### config.mk
export PLATFORM = sky130hd
export DESIGN_NAME = nbl_ctrl
export DESIGN_NICKNAME = d
export VERILOG_FILES = /design/src/rtl/nbl_pkg.sv /design/src/rtl/nbl_ctrl.sv
export SDC_FILE = /design/constraint.sdc
export NUM_CORES = 1
export LEC_CHECK = 0
export BUFFER_PORTS_ARGS = -buffer_cell sky130_fd_sc_hd__clkbuf_2
export CAP_MARGIN = 20
export CELL_PAD_IN_SITES_DETAIL_PLACEMENT = 1
export CELL_PAD_IN_SITES_GLOBAL_PLACEMENT = 2
export CORE_AREA = 5 5 42 44
export CTS_CLUSTER_DIAMETER = 200
export DETAILED_ROUTE_END_ITERATION = 7
export DIE_AREA = 0 0 47 49
export GPL_ROUTABILITY_DRIVEN = 0
export PLACE_DENSITY = 0.62
export SLEW_MARGIN = 30
export SYNTH_ARGS = -nofsm -noshare
export SYNTH_HDL_FRONTEND = slang
export SYNTH_SLANG_ARGS = --single-unit
### constraint.sdc
create_clock -name clock -period 1.7 [get_ports clock]
set_clock_uncertainty 0.05 [all_clocks]
set_input_delay 0.34 -clock clock [delete_from_list [all_inputs] [get_ports clock]]
set_output_delay 0.34 -clock clock [all_outputs]
set_load 0.01 [all_outputs]
### src/rtl/nbl_pkg.sv
// ----------------------------------------------------------------------------
// nbl_pkg
// Shared types and constants for the nearest box locator.
// ----------------------------------------------------------------------------
`default_nettype none

package nbl_pkg;

   localparam int MAX_BOXES = 256;
   localparam int COORD_W   = 24;
   localparam int IDX_W     = (MAX_BOXES > 1) ? $clog2(MAX_BOXES) : 1;
   localparam int CNT_W     = $clog2(MAX_BOXES + 1);
   localparam int OUT_IDX_W = 8;

   // distance = 128*max(gx,gy) + 53*min(gx,gy) + 128*gz
   localparam int GAP_W     = COORD_W;
   localparam int OCT_K     = 53;
   localparam int OCT_K_W   = 6;
   localparam int OCT_SHIFT = 7;
   localparam int PROD_W    = GAP_W + OCT_K_W;
   localparam int DIST_W    = GAP_W + OCT_SHIFT + 2;

   typedef enum logic {
      CMD_APPEND = 1'b0,
      CMD_QUERY  = 1'b1
   } cmd_type;

   typedef enum logic [1:0] {
      STAT_OK    = 2'd0,
      STAT_FULL  = 2'd1,
      STAT_EMPTY = 2'd2
   } status_type;

   typedef enum logic [1:0] {
      ST_IDLE,
      ST_SCAN,
      ST_DRAIN
   } state_type;

   typedef struct packed {
      logic signed [COORD_W-1:0] hi_z;
      logic signed [COORD_W-1:0] hi_y;
      logic signed [COORD_W-1:0] hi_x;
      logic signed [COORD_W-1:0] lo_z;
      logic signed [COORD_W-1:0] lo_y;
      logic signed [COORD_W-1:0] lo_x;
   } box_type;

   localparam int BOX_W = $bits(box_type);

   // controller to datapath
   typedef struct packed {
      logic append;
      logic capture;
      logic issue;
      logic rsp_empty;
      logic rsp_query;
   } ctl_type;

   // datapath to controller
   typedef struct packed {
      logic empty;
      logic last_rd;
      logic pipe_busy;
   } dp_stat_type;

endpackage

`default_nettype wire

### src/rtl/nbl_ctrl.sv
// ----------------------------------------------------------------------------
// nbl_ctrl
// Sequencer for append and query items: issues table reads during a scan
// and waits for the distance pipeline to drain before the result.
// ----------------------------------------------------------------------------
`default_nettype none

module nbl_ctrl
   import nbl_pkg::*;
(
   input  wire logic        clock,
   input  wire logic        reset,
   input  wire logic        start,
   input  wire cmd_type     cmd,
   input  wire dp_stat_type stat,
   output logic             busy,
   output ctl_type          ctl
);

   state_type state_ff, state_in;

   always_ff @(posedge clock) begin
      if (reset) begin
         state_ff <= ST_IDLE;
      end else begin
         state_ff <= state_in;
      end
   end

   always_comb begin
      state_in = state_ff;
      unique case (state_ff)
         ST_IDLE: begin
            if (start && (cmd == CMD_QUERY)) begin
               state_in = ST_SCAN;
            end
         end
         ST_SCAN: begin
            if (stat.empty || stat.last_rd) begin
               state_in = stat.empty ? ST_IDLE : ST_DRAIN;
            end
         end
         ST_DRAIN: begin
            if (!stat.pipe_busy) begin
               state_in = ST_IDLE;
            end
         end
         default: state_in = ST_IDLE;
      endcase
   end

   always_comb begin
      ctl  = '0;
      busy = 1'b1;
      unique case (state_ff)
         ST_IDLE: begin
            busy        = 1'b0;
            ctl.append  = start && (cmd == CMD_APPEND);
            ctl.capture = start && (cmd == CMD_QUERY);
         end
         ST_SCAN: begin
            ctl.rsp_empty = stat.empty;
            ctl.issue     = !stat.empty;
         end
         ST_DRAIN: begin
            ctl.rsp_query = !stat.pipe_busy;
         end
         default: busy = 1'b0;
      endcase
   end

endmodule

`default_nettype wire

==> results_dict.tcl <==
set metrics [dict create \
    synth_top_family_by_area "simple AND/OR/NAND/NOR gates" \
    path_clk_slew_ns 0.03 \
    hp-start "reset" \
    max_freq_mhz 629 \
    cts_buffer_depth 2 \
    pwr_density_cell_nw_per_um2 1310 \
    grt_antenna_before_repair 0 \
    cts_inserted_buffers 3 \
    clkLatencyLatePin_ns 0.22 \
    worst-path-buf-inv 2 \
    reg2reg_depth 6 \
    die_width_microns 47 \
    synth-compound-area-share_pct 5.13 \
    num-nets-final 52 \
    slew_headroom_pct 81.2 \
    regArea_sq_um 40.0 \
    setup_viol 0 \
    dieArea_sq_um 2300 \
    tightestPinTransition_ns 0.282 \
    drv_cap 0 \
    grt-ovfl-total 0 \
    ys_types 12 \
    cts_tree "done" \
    synth_xor_area_share_pct 0 \
    cp.arrival_ns 1.20 \
    placedCellCount 52 \
    cts_setup_buffers 0 \
    wl_per_cell_microns 10.1 \
    cts-root-buf "clkbuf_4" \
    holdPathEnd "state_ff[1]" \
    dp_hpwl_microns 474 \
    ys_seq_area_share_pct 20.5 \
    grt_pass1_wl_microns 897 \
    cpLargestDelayFamily "flip-flops" \
    tns_ns 0 \
    yosys_warnings 0 \
    synthToLayoutAreaGrowth_pct 59.0 \
    num_rows 14 \
    port_buffers 12 \
    hold_depth 3 \
    vdd_drop_max_uv 535 \
    crit_required_ns 1.31 \
    grt_pass1_vias 205 \
    status "finished, final reports clean" \
    top_regs "state_ff x2" \
    cts_sinks 2 \
    grt-busiest-layer "met2" \
    holdBufCountCts 0 \
    muxShareOfSynthArea_pct 10.3 \
    multi_input_area_sq_um 148 \
    drt-initial-drc-count 3 \
    worstSetupEndpointType "output pin" \
    synth_nets 34 \
    post-route-util_pct 22.1 \
    largest_reg_flops 2 \
    h-tree-depth 1 \
    use_met3_pct 5.90 \
    io_pins 13 \
    reg2reg_slack_ns 0.16 \
    hold_viol_final 0 \
    post-route-min-period_ns 1.59 \
    period_share_pct 93.6 \
    drc 0 \
    fillers 191 \
    crit_path_top_delay_cell "dfxtp_1" \
    gr-usage-met2_pct 6.79 \
    layout.cells.non_filler 55 \
    num_vias 206 \
    detail-route-antenna-nets 0 \
    pre_cts_slack_ns 0.171 \
    criticalPathCategory "reg2out" \
    grt.met1_usage_pct 6.55 \
    num_antenna_cells 0 \
    ys_ff_latch 2 \
    synth-simple-area-share_pct 32.1 \
    regMostFlops "state_ff" \
    worst_setup_path_start_kind "flop" \
    cts_resized 1 \
    drt_first_pass_iters 4 \
    fin_ws_ns 0.109 \
    grtUsageTotal_pct 5.97 \
    routed_via_density 3.75 \
    critical_path.cell_chain "inv_1 > ha_2 > and3_2 > clkbuf_2" \
    die_y_microns 49 \
    critPathMaxStageDelay_ns 0.36 \
    drive_gt1_share_pct 51.3 \
    leakagePower_nw 0.156 \
    syn_inst 23 \
    synth_area_sq_um 195 \
    worstReg2RegEnd "state_ff[0]" \
    hold_class "in2reg" \
    slew_violations 0 \
    core_area_sq_um 1400 \
    timing.rr.start "state_ff[1]" \
    grt_max_degree 5 \
    yosys.area_share.adder_pct 25.6 \
    avgSynthCellArea_sq_um 8.49 \
    initial_core_util_pct 13.9 \
    crit_fanout 3 \
    rsz0062_at_grt "false" \
    wl_microns 553 \
]
## logic make-up after synthesis
kind of cell / after synthesis
DFF: 2
AOI/OAI and AO/OA: 1
buffers and inverters: 3
muxes: 2
adders and majority gates: 4
and+or+nand+nor: 11
## metrics by stage
stage / instance area [sq um] / hold WS (ns) / power (mW)
floorplan: 195 / 0.415 / 0.213
global placement: 283 / 0.455 / 0.301
detailed placement: 283 / 0.450 / 0.303
CTS: 308 / 0.375 / 0.416
global route: 310 / 0.383 / 0.456
finish: 310 / 0.383 / 0.407
## layout make-up
cell class                      instances  area share [%]
Multi-Input combinational cell         18            47.6
Timing Repair Buffer                   13            21.8
Sequential cell                         2            12.9
Clock buffer                            3            7.26
Tap cell                               16            6.45
Inverter                                3            4.03
## synthesized netlist by cell type
cell type / number / area, sq um
a222oi_1: 1 / 10.0
and2_1: 1 / 6.26
and3_2: 1 / 7.51
clkinvlp_2: 1 / 5.00
dfxtp_1: 2 / 40.0
ha_1: 4 / 50.1
inv_1: 2 / 7.51
mux2i_1: 2 / 20.0
nand2_1: 2 / 7.51
nand2b_1: 4 / 25.0
nor2_1: 1 / 3.75
nor2b_1: 2 / 12.5
## worst reg2reg max path, delay by kind of cell, from the launching register on
kind,cells,cell delay [ns]
adders and majority gates,1,0.19
DFF,1,0.36
buffers and inverters,2,0.28
AOI/OAI and AO/OA,1,0.23
muxes,1,0.18
and+or+nand+nor,1,0.17
## cell usage in the layout, fill, tap and decap left out, drive strengths merged
cell      instances
a222oi            1
and2              1
and3              1
buf               1
clkbuf           15
clkinvlp          1
dfxtp             2
ha                4
inv               2
mux2i             2
nand2             2
nand2b            4
nor2              1
nor2b             2
## per-layer routing
metal / wire length, microns / part of all wire [%] / vias to the layer above
li1: - / - / 107
met1: 256 / 46 / 87
met2: 230 / 42 / 12
met3: 67 / 12 / 0
met4: 0 / 0 / 0
met5: 0 / 0 / -
## where the power goes
group | leakage, nW | internal (mW) | switching, mW
combinational | 0.126 | 0.114 | 0.115
sequential | 0.0164 | 0.0634 | 0.0126
clock | 0.0138 | 0.0776 | 0.0248
## worst max path at each step
| stage | startpoint | end | depth (start not counted) |
|---|---|---|---|
| after floorplan | state_ff[1] | state_ff[0] | 5 |
| after global placement | state_ff[1] | state_ff[0] | 6 |
| after detailed placement | state_ff[1] | state_ff[0] | 6 |
| after CTS | state_ff[1] | ctl[3] | 4 |
| after global routing | state_ff[1] | ctl[2] | 4 |
| final | state_ff[1] | ctl[3] | 4 |
Note: power is estimated with default switching activity, not from simulation.
